### src/hw/rtl/hbcm_pkg.sv
// Shared types and constants for the hashed buffer cache manager.
// Depends on nothing; used by hbcm_mod, the top module and the testbench.
package hbcm_pkg;

	localparam int NUM_BUFFERS = 30;
	localparam int NUM_BUCKETS = 13;
	localparam int IDXW = $clog2(NUM_BUFFERS);
	localparam int BKW = (NUM_BUCKETS > 1) ? $clog2(NUM_BUCKETS) : 1;
	localparam int DEVW = 16;
	localparam int BLKW = 31;
	localparam int REFW = 8;

	// Remainder by the bucket count of 13: 2**12 is 1 modulo 13, so 12-bit chunks
	// of a block number add up to the same remainder; the sum (below 2**14) is then
	// divided exactly by multiplying with 20165 and dropping 18 bits.
	localparam int MOD_FOLDW = 12;
	localparam int MOD_SUMW = MOD_FOLDW + 2;
	localparam int MOD_RECIP = 20165;
	localparam int MOD_SHIFT = 18;

	typedef enum logic [1:0] {
		OP_GET = 2'd0,
		OP_RELEASE = 2'd1,
		OP_PIN = 2'd2,
		OP_UNPIN = 2'd3
	} opcode_t;

	typedef enum logic [1:0] {
		ST_OK = 2'd0,
		ST_NOFREE = 2'd1,
		ST_COUNT = 2'd2
	} status_t;

	// One tag entry as held in the tag memory
	typedef struct packed {
		logic [DEVW-1:0] dev;
		logic [BLKW-1:0] blk;
		logic valid;
		logic [REFW-1:0] refcnt;
		logic [BKW-1:0] bucket;
		logic [IDXW-1:0] rank;
	} entry_t;

	localparam int ENTW = $bits(entry_t);

endpackage

### src/hw/rtl/hbcm_ram.sv
// Generic single-clock RAM: one write port, one read port, registered read.
// Depends on nothing.
module hbcm_ram #(
	parameter int WIDTH = 8,
	parameter int DEPTH = 32
) (
	input logic clk,
	input logic we,
	input logic [$clog2(DEPTH)-1:0] waddr,
	input logic [WIDTH-1:0] wdata,
	input logic [$clog2(DEPTH)-1:0] raddr,
	output logic [WIDTH-1:0] rdata
);
	logic [WIDTH-1:0] mem [DEPTH];

	always_ff @(posedge clk) begin
		if (we) begin
			mem[waddr] <= wdata;
		end
		rdata <= mem[raddr];
	end
endmodule

### src/hw/rtl/hbcm_mod.sv
// Remainder of a block number by the bucket count, pipelined as
// chunk fold, reciprocal multiply, subtract. Depends on hbcm_pkg.
module hbcm_mod (
	input logic clk,
	input logic arst_n,
	input logic start,
	input logic [hbcm_pkg::BLKW-1:0] value,
	output logic done,
	output logic [hbcm_pkg::BKW-1:0] rem
);
	import hbcm_pkg::*;

	logic v_s1, v_s2;
	logic [MOD_SUMW-1:0] sum_s1, sum_s2;
	logic [MOD_SUMW-1:0] quo_s2;
	logic [MOD_SUMW-1:0] fold;
	logic [MOD_SUMW+MOD_SHIFT-1:0] prod;
	logic [MOD_SUMW-1:0] diff;

	// fold 12-bit chunks, estimate quotient, take what is left
	always_comb begin
		fold = MOD_SUMW'(value[MOD_FOLDW-1:0]) +
			MOD_SUMW'(value[2*MOD_FOLDW-1:MOD_FOLDW]) +
			MOD_SUMW'(value[BLKW-1:2*MOD_FOLDW]);
		prod = (MOD_SUMW+MOD_SHIFT)'(sum_s1) * (MOD_SUMW+MOD_SHIFT)'(MOD_RECIP);
		diff = sum_s2 - MOD_SUMW'(quo_s2 * MOD_SUMW'(NUM_BUCKETS));
	end

	// stage valids, done pulses with the remainder
	always_ff @(posedge clk or negedge arst_n) begin
		if (!arst_n) begin
			v_s1 <= 1'b0;
			v_s2 <= 1'b0;
			done <= 1'b0;
		end else begin
			v_s1 <= start;
			v_s2 <= v_s1;
			done <= v_s2;
		end
	end

	always_ff @(posedge clk) begin
		if (start) begin
			sum_s1 <= fold;
		end
		if (v_s1) begin
			sum_s2 <= sum_s1;
			quo_s2 <= prod[MOD_SUMW+MOD_SHIFT-1:MOD_SHIFT];
		end
		if (v_s2) begin
			rem <= diff[BKW-1:0];
		end
	end
endmodule

### src/hw/rtl/hashed_buffer_cache_manager.sv
// Hashed buffer cache tag manager: tag memory, remainder unit and sequencer.
// Get: remainder, scan of all buffers, decide, respond; a steal adds a rank sweep.
// Release/pin/unpin: read, update, respond; a bad index skips the read, and a freeing release adds remainder and sweep.
// One item at a time: next transfer the cycle after the result loads; the load waits on out_ready.
// After reset a clearing pass loads the tag memory first.
// Depends on hbcm_pkg, hbcm_ram and hbcm_mod.
module hashed_buffer_cache_manager (
	input logic clk,
	input logic arst_n,
	input logic in_valid,
	output logic in_ready,
	input logic [1:0] opcode,
	input logic [15:0] dev_number,
	input logic [30:0] block_number,
	input logic [4:0] buffer_index,
	output logic out_valid,
	input logic out_ready,
	output logic [4:0] result_buffer,
	output logic hit,
	output logic needs_disk_read,
	output logic [1:0] status
);
	import hbcm_pkg::*;

	typedef enum logic [3:0] {
		S_INIT, S_IDLE, S_GMOD, S_SCAN, S_DECIDE, S_RDW, S_RMOD, S_SWEEP, S_RESP
	} state_t;

	state_t state_q;
	logic [IDXW:0] cnt_q;
	logic [BKW-1:0] bkt_init_q;
	logic rd_s1;
	logic [IDXW-1:0] addr_s1;

	logic [1:0] op_q;
	logic [DEVW-1:0] dev_q;
	logic [BLKW-1:0] blk_q;
	logic [IDXW-1:0] idx_q;
	logic [BKW-1:0] home_q;

	logic m_found_q, f_found_q;
	logic [IDXW-1:0] m_idx_q, f_idx_q;
	entry_t m_ent_q, f_ent_q;
	logic [BKW-1:0] f_dist_q;

	logic [IDXW-1:0] tgt_q;
	logic [IDXW-1:0] old_rank_q;
	entry_t new_q;

	logic [4:0] res_buf_q;
	logic res_hit_q, res_rd_q;
	status_t res_st_q;

	logic ram_we;
	logic [IDXW-1:0] ram_waddr, ram_raddr;
	entry_t ram_wdata, ram_rdata;
	logic [ENTW-1:0] rdata_raw;

	logic mod_start, mod_done;
	logic [BLKW-1:0] mod_value;
	logic [BKW-1:0] mod_rem;

	logic issue;
	logic [BKW:0] dist_wide;
	logic [BKW-1:0] bkt_gap;
	logic is_match, is_free_better;
	logic idx_bad;
	entry_t init_ent, upd_ent;

	assign ram_rdata = entry_t'(rdata_raw);

	hbcm_ram #(.WIDTH(ENTW), .DEPTH(NUM_BUFFERS)) u_tags (
		.clk(clk), .we(ram_we), .waddr(ram_waddr), .wdata(ram_wdata),
		.raddr(ram_raddr), .rdata(rdata_raw)
	);

	hbcm_mod u_mod (
		.clk(clk), .arst_n(arst_n), .start(mod_start), .value(mod_value),
		.done(mod_done), .rem(mod_rem)
	);

	assign in_ready = (state_q == S_IDLE);
	assign idx_bad = (32'(buffer_index) >= NUM_BUFFERS);
	assign issue = (state_q == S_SCAN || state_q == S_SWEEP) &&
		(cnt_q < (IDXW+1)'(NUM_BUFFERS));

	// read address: the addressed buffer on a transfer, else the sweep counter
	assign ram_raddr = (state_q == S_IDLE) ? IDXW'(buffer_index) : cnt_q[IDXW-1:0];

	// remainder unit start: block of a get, or stored block of a released buffer
	always_comb begin
		mod_start = 1'b0;
		mod_value = block_number;
		if (state_q == S_IDLE && in_valid && opcode == OP_GET) begin
			mod_start = 1'b1;
		end else if (state_q == S_RDW && op_q == OP_RELEASE &&
				ram_rdata.refcnt == REFW'(1)) begin
			mod_start = 1'b1;
			mod_value = ram_rdata.blk;
		end
	end

	// scan comparisons: cyclic bucket distance from home and candidate tests
	always_comb begin
		dist_wide = ({1'b0, ram_rdata.bucket} >= {1'b0, home_q}) ?
			{1'b0, ram_rdata.bucket} - {1'b0, home_q} :
			{1'b0, ram_rdata.bucket} + (BKW+1)'(NUM_BUCKETS) - {1'b0, home_q};
		bkt_gap = dist_wide[BKW-1:0];
		is_match = (ram_rdata.bucket == home_q) && (ram_rdata.dev == dev_q) &&
			(ram_rdata.blk == blk_q) && (!m_found_q || ram_rdata.rank < m_ent_q.rank);
		is_free_better = (ram_rdata.refcnt == '0) && (!f_found_q || bkt_gap < f_dist_q ||
			(bkt_gap == f_dist_q && ram_rdata.rank > f_ent_q.rank));
	end

	// write port: clearing pass, single updates and rank sweep
	always_comb begin
		init_ent = '0;
		init_ent.bucket = bkt_init_q;
		init_ent.rank = IDXW'(NUM_BUFFERS - 1) - cnt_q[IDXW-1:0];
		upd_ent = ram_rdata;
		ram_we = 1'b0;
		ram_waddr = addr_s1;
		ram_wdata = ram_rdata;
		case (state_q)
			S_INIT: begin
				ram_we = 1'b1;
				ram_waddr = cnt_q[IDXW-1:0];
				ram_wdata = init_ent;
			end
			S_DECIDE: begin
				if (m_found_q) begin
					upd_ent = m_ent_q;
					upd_ent.refcnt = m_ent_q.refcnt + 1'b1;
					upd_ent.valid = 1'b1;
					ram_we = (m_ent_q.refcnt != '1);
					ram_waddr = m_idx_q;
					ram_wdata = upd_ent;
				end else if (f_found_q && f_dist_q == '0) begin
					upd_ent = f_ent_q;
					upd_ent.dev = dev_q;
					upd_ent.blk = blk_q;
					upd_ent.valid = 1'b1;
					upd_ent.refcnt = REFW'(1);
					ram_we = 1'b1;
					ram_waddr = f_idx_q;
					ram_wdata = upd_ent;
				end
			end
			S_RDW: begin
				ram_waddr = idx_q;
				if (op_q == OP_PIN) begin
					upd_ent.refcnt = ram_rdata.refcnt + 1'b1;
					ram_we = (ram_rdata.refcnt != '1);
				end else begin
					upd_ent.refcnt = ram_rdata.refcnt - 1'b1;
					ram_we = (ram_rdata.refcnt != '0) &&
						!(op_q == OP_RELEASE && ram_rdata.refcnt == REFW'(1));
				end
				ram_wdata = upd_ent;
			end
			S_SWEEP: begin
				ram_we = rd_s1;
				if (addr_s1 == tgt_q) begin
					ram_wdata = new_q;
				end else if (ram_rdata.rank < old_rank_q) begin
					upd_ent.rank = ram_rdata.rank + 1'b1;
					ram_wdata = upd_ent;
				end
			end
			default: ;
		endcase
	end

	// sequencer
	always_ff @(posedge clk or negedge arst_n) begin
		if (!arst_n) begin
			state_q <= S_INIT;
			cnt_q <= '0;
			bkt_init_q <= '0;
			rd_s1 <= 1'b0;
			out_valid <= 1'b0;
			m_found_q <= 1'b0;
			f_found_q <= 1'b0;
		end else begin
			rd_s1 <= issue;
			if (issue) begin
				cnt_q <= cnt_q + 1'b1;
			end
			// result register: load when free or being taken, else clear on transfer
			if (state_q == S_RESP && (!out_valid || out_ready)) begin
				out_valid <= 1'b1;
			end else if (out_ready) begin
				out_valid <= 1'b0;
			end
			case (state_q)
				S_INIT: begin
					cnt_q <= cnt_q + 1'b1;
					bkt_init_q <= (bkt_init_q == BKW'(NUM_BUCKETS - 1)) ?
						'0 : bkt_init_q + 1'b1;
					if (cnt_q == (IDXW+1)'(NUM_BUFFERS - 1)) begin
						state_q <= S_IDLE;
					end
				end
				S_IDLE: begin
					if (in_valid) begin
						if (opcode == OP_GET) begin
							state_q <= S_GMOD;
						end else if (idx_bad) begin
							state_q <= S_RESP;
						end else begin
							state_q <= S_RDW;
						end
					end
				end
				S_GMOD: begin
					if (mod_done) begin
						cnt_q <= '0;
						m_found_q <= 1'b0;
						f_found_q <= 1'b0;
						state_q <= S_SCAN;
					end
				end
				S_SCAN: begin
					if (rd_s1) begin
						if (is_match) begin
							m_found_q <= 1'b1;
						end
						if (is_free_better) begin
							f_found_q <= 1'b1;
						end
						if (addr_s1 == IDXW'(NUM_BUFFERS - 1)) begin
							state_q <= S_DECIDE;
						end
					end
				end
				S_DECIDE: begin
					if (!m_found_q && f_found_q && f_dist_q != '0) begin
						cnt_q <= '0;
						state_q <= S_SWEEP;
					end else begin
						state_q <= S_RESP;
					end
				end
				S_RDW: begin
					if (mod_start) begin
						state_q <= S_RMOD;
					end else begin
						state_q <= S_RESP;
					end
				end
				S_RMOD: begin
					if (mod_done) begin
						cnt_q <= '0;
						state_q <= S_SWEEP;
					end
				end
				S_SWEEP: begin
					if (rd_s1 && addr_s1 == IDXW'(NUM_BUFFERS - 1)) begin
						state_q <= S_RESP;
					end
				end
				S_RESP: begin
					if (!out_valid || out_ready) begin
						state_q <= S_IDLE;
					end
				end
				default: state_q <= S_IDLE;
			endcase
		end
	end

	// payload and working registers
	always_ff @(posedge clk) begin
		addr_s1 <= cnt_q[IDXW-1:0];
		case (state_q)
			S_IDLE: begin
				op_q <= opcode;
				dev_q <= dev_number;
				blk_q <= block_number;
				idx_q <= IDXW'(buffer_index);
				res_buf_q <= buffer_index;
				res_hit_q <= 1'b0;
				res_rd_q <= 1'b0;
				res_st_q <= idx_bad ? ST_COUNT : ST_OK;
			end
			S_GMOD: begin
				if (mod_done) begin
					home_q <= mod_rem;
				end
			end
			S_SCAN: begin
				if (rd_s1 && is_match) begin
					m_idx_q <= addr_s1;
					m_ent_q <= ram_rdata;
				end
				if (rd_s1 && is_free_better) begin
					f_idx_q <= addr_s1;
					f_ent_q <= ram_rdata;
					f_dist_q <= bkt_gap;
				end
			end
			S_DECIDE: begin
				if (m_found_q) begin
					res_buf_q <= 5'(m_idx_q);
					res_hit_q <= 1'b1;
					res_rd_q <= (m_ent_q.refcnt != '1) && !m_ent_q.valid;
					res_st_q <= (m_ent_q.refcnt == '1) ? ST_COUNT : ST_OK;
				end else if (f_found_q) begin
					res_buf_q <= 5'(f_idx_q);
					res_hit_q <= 1'b0;
					res_rd_q <= 1'b1;
					res_st_q <= ST_OK;
				end else begin
					res_buf_q <= '0;
					res_hit_q <= 1'b0;
					res_rd_q <= 1'b0;
					res_st_q <= ST_NOFREE;
				end
				// stolen buffer moves home as most recent
				tgt_q <= f_idx_q;
				old_rank_q <= f_ent_q.rank;
				new_q <= '{dev: dev_q, blk: blk_q, valid: 1'b1, refcnt: REFW'(1),
					bucket: home_q, rank: IDXW'(0)};
			end
			S_RDW: begin
				if ((op_q == OP_PIN && ram_rdata.refcnt == '1) ||
						(op_q != OP_PIN && ram_rdata.refcnt == '0)) begin
					res_st_q <= ST_COUNT;
				end
				tgt_q <= idx_q;
				old_rank_q <= ram_rdata.rank;
				new_q <= '{dev: ram_rdata.dev, blk: ram_rdata.blk, valid: ram_rdata.valid,
					refcnt: REFW'(0), bucket: ram_rdata.bucket, rank: IDXW'(0)};
			end
			S_RMOD: begin
				if (mod_done) begin
					new_q.bucket <= mod_rem;
				end
			end
			S_RESP: begin
				if (!out_valid || out_ready) begin
					result_buffer <= res_buf_q;
					hit <= res_hit_q;
					needs_disk_read <= res_rd_q;
					status <= res_st_q;
				end
			end
			default: ;
		endcase
	end

	// result consistency checks
	a_nofree: assert property (@(posedge clk) disable iff (!arst_n)
		(out_valid && status == ST_NOFREE) |-> (result_buffer == '0 && !hit))
		else $error("no-free result carries a buffer or hit");
	a_read_ok: assert property (@(posedge clk) disable iff (!arst_n)
		(out_valid && needs_disk_read) |-> (status == ST_OK))
		else $error("disk read flagged on a failed request");
	a_busy: assert property (@(posedge clk) disable iff (!arst_n)
		(state_q == S_SCAN || state_q == S_SWEEP) |-> !in_ready)
		else $error("transfer accepted during a memory sweep");
endmodule

### config.mk
export PLATFORM = sky130hd
export DESIGN_NAME = hashed_buffer_cache_manager
export DESIGN_NICKNAME = d
export VERILOG_FILES = /design/src/hw/rtl/hbcm_pkg.sv /design/src/hw/rtl/hbcm_ram.sv /design/src/hw/rtl/hbcm_mod.sv /design/src/hw/rtl/hashed_buffer_cache_manager.sv
export SDC_FILE = /design/constraint.sdc
export NUM_CORES = 2
export LEC_CHECK = 0
export ABC_AREA = 1
export BUFFER_PORTS_ARGS = -buffer_cell sky130_fd_sc_hd__clkbuf_2
export CORE_ASPECT_RATIO = 1.1
export CORE_MARGIN = 2
export CORE_UTILIZATION = 50
export DETAILED_ROUTE_END_ITERATION = 7
export PLACE_DENSITY = 0.65
export RECOVER_POWER = 25
export SKIP_CTS_REPAIR_TIMING = 1
export SYNTH_ARGS = -nofsm -noshare
export SYNTH_HDL_FRONTEND = slang
export SYNTH_HIERARCHICAL = 1
export SYNTH_SLANG_ARGS = --single-unit
### constraint.sdc
create_clock -name clk -period 6.5 [get_ports clk]
set_clock_uncertainty 0.05 [all_clocks]
set_input_delay 0.65 -clock clk [delete_from_list [all_inputs] [get_ports clk]]
set_output_delay 0.65 -clock clk [all_outputs]
set_load 0.005 [all_outputs]
======== After elaboration in Yosys (flattened, before gate mapping) ========
Memories as Yosys holds them, arrays and structs flattened. A register that Yosys moved wholly into a read port is not among the register bits.
Index checks and enable logic that the tools add are counted.
operators by class
  equal/unequal tests ..................... 35
  reduce and logical (&&, ||, !) cells .... 55
  mux-type cells .......................... 67
  $add $sub $neg .......................... 13
  multipliers ............................. 2
  $lt $le $gt $ge ......................... 7
operators by type and width
  operator                                             count
  one-hot mux 65 bit (4 select lines)                  1
  two-way mux 65 bit                                   3
  one-hot mux 56 bit (2 select lines)                  1
  two-way mux 31 bit                                   2
  two-way mux 4 bit                                    15
  one-hot mux 4 bit (9 select lines)                   1
  equality test 31 bit                                 1
  two-way mux 5 bit                                    6
  one-hot mux 5 bit (2 select lines)                   3
  multiplier 14 x 15 -> 29 bit, second input constant  1
  logical AND 1 bit                                    22
  two-way mux 1 bit                                    18
  two-way mux 6 bit                                    3
  one-hot mux 6 bit (3 select lines)                   1
  adder 8 x 1 -> 8 bit, second input constant          2
  equality test 16 bit                                 1
  equality test 4 x 3 -> 1 bit, second input constant  4
  equality test 8 bit, second input constant           2
  != test 8 bit, second input constant                 2
  one-hot mux 5 bit (3 select lines)                   1
  adder 14 x 7 -> 14 bit                               1
  adder 12 x 12 -> 13 bit                              1
  != test 2 x 1 -> 1 bit, second input constant        6
  != test 2 bit, second input constant                 6
  43 further kinds                                     75
storage, ports and cells
  logic and storage cells ................. 226
  input port bits ......................... 58
  bits in writable memories ............... 1950
  output and inout port bits .............. 11
  bits in registers ....................... 293
  memories kept ........................... 1
memories
  name        words  bits a word  rd ports  clocked after memory_dff  write ports  line            source
  u_tags.mem  30     65           1         1                         1            hbcm_ram.sv:14  logic [WIDTH-1:0] mem [DEPTH];

======== Depth between registers and ports, before layout ========
  depth in word-level cells ............... 10
  gate-level depth with buffers ........... 24
  mapped depth without buffers ............ 23

======== Cells and area by module ========
Netlist, hierarchy kept.
by module, submodules not included
  module                       area an instance (um2)  seq. area each (um2)  instances  cells an instance
  hbcm_ram                     80198.2                 59857.4               1          6794
  hashed_buffer_cache_manager  13772.0                 7367.1                1          1554
  hbcm_mod                     4863.4                  855.8                 1          529

======== Least setup slack after synthesis ========
No wires, ideal clock.
  path type ............................... register -> register
  start ................................... reg state_q[3]
  end ..................................... mem u_tags/mem[13][0] (netlist name), enable pin
  setup time .............................. 489 ps
  cell stages (with the launch flop) ...... 10
  path buffers ............................ 2
  data required time ...................... 5961 ps
  slack ................................... 1511 ps
  arrival ................................. 4451 ps
  cells stage by stage .................... dfrtp_1 nor2_4 nand2_4 nor2_8 buf_4 buf_2 nand4_1 o2111ai_1 nand3_1 nor2_1
on the way
  longest elaborated chain between the ends .. 4
  elaborated cells between the ends (all ways) .. 8
  classes of those cells .................. eq/ne (3); mux (4); reduce/logical (1)
ends and longest elaborated chain
  element                                                          line                                source
  start: declaration                                               hashed_buffer_cache_manager.sv:29   state_t state_q;
  start signal: assignment                                         hashed_buffer_cache_manager.sv:177  state_q <= S_INIT;
  start signal: assignment                                         hashed_buffer_cache_manager.sv:201  state_q <= S_IDLE;
  start signal: assignment                                         hashed_buffer_cache_manager.sv:207  state_q <= S_GMOD;
  equality test 4 x 3 -> 1 bit or zero test 4 bit (tied branches)  hashed_buffer_cache_manager.sv:124  case (state_q)
  one-hot mux 1 bit (4 select lines) (*)                           hashed_buffer_cache_manager.sv:124
  net ram_we                                                       hashed_buffer_cache_manager.sv:54   logic ram_we;
  two-way mux 1 bit (*)                                            hbcm_ram.sv:17                      if (we) begin
  two-way mux 1 bit (not written as such) (*)                      hbcm_ram.sv:18                      mem[waddr] <= wdata;
  end: declaration                                                 hbcm_ram.sv:14
Mark *: on every way through the listed nets, which the timed path passes. The rest lies on a longest branch.

======== Worst setup path after layout ========
  start ................................... reg state_q[0]
  end ..................................... reg u_tags.rdata[12] (read register of u_tags.mem)
on the way
  longest elaborated chain between the ends .. 2
ends and longest elaborated chain
  element                       line                               source
  equality test 4 x 1 -> 1 bit  hashed_buffer_cache_manager.sv:88  assign ram_raddr = (state_q == S_IDLE) ? IDXW'(buffer_index) : cnt_q[IDXW-1:0];
  two-way mux 5 bit             hashed_buffer_cache_manager.sv:88
  net ram_raddr[1]              hashed_buffer_cache_manager.sv:55  logic [IDXW-1:0] ram_waddr, ram_raddr;
  end: declaration              hbcm_ram.sv:12                     output logic [WIDTH-1:0] rdata
The timed path passes the listed nets, and every way through them passes these cells.
A chain may end at the register's enable or synchronous reset.

==> impl_metrics.env <==
export IMPL_outcome="finished, violations left"
export IMPL_violations="capacitance limit, slew limit"
export IMPL_layout_cells_non_filler=11700
export IMPL_worst_setup_path_start_kind="register"
export IMPL_synthArstFlopShare=0.00915
export IMPL_gp_congestion=0.869
export IMPL_drtIter0Drc=8502
export IMPL_synth_xor_area_frac=0.00496
export IMPL_dp_cells=11200
export IMPL_rows=171
export IMPL_synth_main_ff_cell="edfxtp_1"
export IMPL_dr_wl_met2_um=138000
export IMPL_yosysMostFrequentCell="nand2_1"
export IMPL_ios=69
export IMPL_ir_drop_mv=0.672
export IMPL_synth_seq_cells=2294
export IMPL_die_area_um2=201000
export IMPL_crit_arrival_ns=6.49
export IMPL_min_period_ns=5.77
export IMPL_required_ns=7.23
export IMPL_grt_max_degree=186
export IMPL_placed_cell_area_um2=102000
export IMPL_tritoncts="done"
export IMPL_worstReg2RegStart="state_q[0]"
export IMPL_final_hold_viol_count=0
export IMPL_synth_compound_area_frac=0.0183
export IMPL_p_total_mw=61.6
export IMPL_routedWlPerCell_um=24.9
export IMPL_via_per_inst=5.82
export IMPL_hp_class="in2reg"
export IMPL_utilization=0.554
export IMPL_p_leak_nw=41.9
export IMPL_ys_seq_area_frac=0.689
export IMPL_yosysTopAreaCell="edfxtp_1"
export IMPL_drv_cap=14
export IMPL_hold_depth=4
export IMPL_syn_to_final_growth_pct=10.4
export IMPL_clock_root_buffer="clkbuf_16"
export IMPL_holdWs_ns=0.0313
export IMPL_die_y_um=470
export IMPL_dp_final_hpwl_um=155000
export IMPL_avgSynthCellArea_um2=11.1
export IMPL_synth_fa_ha_area_frac=0.0301
export IMPL_grt_overflow_total=0
export IMPL_worst_slack_ns=0.734
export IMPL_numCtsBuffers=222
export IMPL_max_slew_margin=-2.26
export IMPL_power_density_nw_per_um2=564
export IMPL_r2r_end="u_tags/rdata[12]"
export IMPL_wl_met1_um=113000
export IMPL_core_area_um2=197000
export IMPL_htreeDepth=4
export IMPL_ant_nets=0
export IMPL_cp_max_fo=130
export IMPL_fp_dieW_um=428
export IMPL_finalSetupViolations=0
export IMPL_worst_slew_pin_transition_ns=4.89
export IMPL_wl_met3_um=26700
export IMPL_synth_edf_count=2203
export IMPL_worst_hold_path_endpoint="out_valid"
export IMPL_netlist_area_um2=98800
export IMPL_synth_simple_area_share=0.217
export IMPL_slew_viol_final=367
export IMPL_yosys_warnings=6
export IMPL_grt_pass1_vias=63800
export IMPL_wl_um=291000
export IMPL_ys_top_cells_by_area="edfxtp_1 67%, nand2_1 13%, nand3_1 7.9%"
export IMPL_vias=68000
export IMPL_ys_top_cells_by_count="3292 x nand2_1, 2203 x edfxtp_1, 1559 x nand3_1"
export IMPL_antenna_found_initial=8
export IMPL_end_kind="register"
export IMPL_hp_start="out_ready"
export IMPL_clock_latency_ns=0.90
export IMPL_clkTransAtPathRegs_ns=0.06
export IMPL_synth_distinct_cells=58
export IMPL_fin_tns_setup_ns=0
export IMPL_stdcell_area_um2=109000
export IMPL_synth_cells=8877
export IMPL_start_util=0.502
export IMPL_fmax_mhz=173
export IMPL_syn_nets=9134
export IMPL_first_pass_iters=7
export IMPL_cts_buffer_depth=3
export IMPL_grt_pass1_wl_um=424000
export IMPL_finalCritPeriodShare=0.887
export IMPL_synthMuxAreaShare=0.000114
export IMPL_highest_layer="met5"
export IMPL_synth_top_family_by_area="simple AND/OR/NAND/NOR gates"
export IMPL_synth_top_cell_area_share=0.669
export IMPL_rsz0062_at_grt="false"
export IMPL_critical_path_class="reg2reg"
export IMPL_grt_use_total=0.284
export IMPL_drive_gt1_frac=0.0597
export IMPL_reg2reg_slack_ns=0.73
export IMPL_drc_errors=0
export IMPL_cts_sinks=2294
export IMPL_r2r_cells=15
export IMPL_fin_nets=9142
export IMPL_preCtsSetupSlack_ns=1.46
export IMPL_portBuffers=68
## cell families after synthesis
family                     count (synthesis)
adders and majority gates                199
and+or+nand+nor                         5124
xor gates and xnor gates                  56
buffers and inverters                    894
DFF                                     2294
muxes                                      1
AOI/OAI and AO/OA                        309
## critical path: stages, from the launching register on
cell        delay (ns)
dfrtp_1           0.42
inv_1             0.19
nor2_1            0.06
nand2_1           0.37
clkinvlp_2        1.21
o21ai_4           0.97
buf_12            0.47
buf_4             0.64
nand2_1           0.11
nand3_1           0.11
nand2_1           0.05
nand2_1           0.05
nand3_1           0.09
nand2_1           0.15
nand2_1           0.06
nand2_1           0.23
## power by group
group / internal (mW) / switching, mW / leakage (nW) / total, mW
registers: 22.1 / 1.02 / 21.0 / 23.1
clock network: 7.21 / 5.64 / 3.54 / 12.9
logic: 6.21 / 19.4 / 17.4 / 25.6
total: 35.5 / 26.0 / 41.9 / 61.6
## flip-flops by register name, indices dropped and copies added (netlist names), 6 cells and up
name          cells
u_mod/sum_s1     14
f_ent_q           9
new_q            53
cnt_q             6
dev_q            16
blk_q            31
m_ent_q          65
u_tags/mem     1950
u_tags/rdata     65
## layout by cell type, fill, tap and decap left out, drive strengths merged, types with 14 or more instances in the layout
| cell type | instances |
|---|---|
| nand2 | 3300 |
| edfxtp | 2203 |
| nand3 | 1562 |
| inv | 437 |
| clkbuf | 391 |
| nor2 | 215 |
| o21ai | 144 |
| ha | 135 |
| buf | 128 |
| a21oi | 96 |
| clkinv | 87 |
| dfxtp | 70 |
| fa | 64 |
| dlygate4sd3 | 35 |
| xor2 | 34 |
| xnor2 | 22 |
| nand4 | 21 |
| dfrtp | 21 |
| bufinv | 16 |
| a22oi | 14 |
## area by class of cell
class	instances	area [um^2]
fillers	16500	87700
flip-flops and latches	2294	68100
multi-input cells	5689	26900
clock buffers	306	6100
well taps	2595	3250
repair buffers	248	2020
inverters	430	1660
clock inverters	113	1120
diodes	4	10.0
## per-layer routing
metal	vias to the layer above	track usage
met2	3397	0.459
met5	-	0
met4	6	0.129
met3	666	0.0439
met1	33400	0.381
li1	30400	-
## worst max-delay path by stage
| stage | depth (start not counted) | start | endpoint | slack (ns) |
|---|---|---|---|---|
| after floorplan | 9 | state_q[3] | u_tags/mem[13][0] | 1.51 |
| after global placement | 19 | u_mod/sum_s1[8] | u_mod/quo_s2[3] | 1.31 |
| after detailed placement | 19 | u_mod/sum_s1[8] | u_mod/quo_s2[3] | 1.46 |
| after CTS | 19 | u_mod/sum_s1[8] | u_mod/quo_s2[3] | 1.45 |
| after global routing | 9 | state_q[3] | u_tags/mem[18][48] | 0.54 |
| final | 15 | state_q[0] | u_tags/rdata[12] | 0.73 |
(Power assumes the default switching activity.)
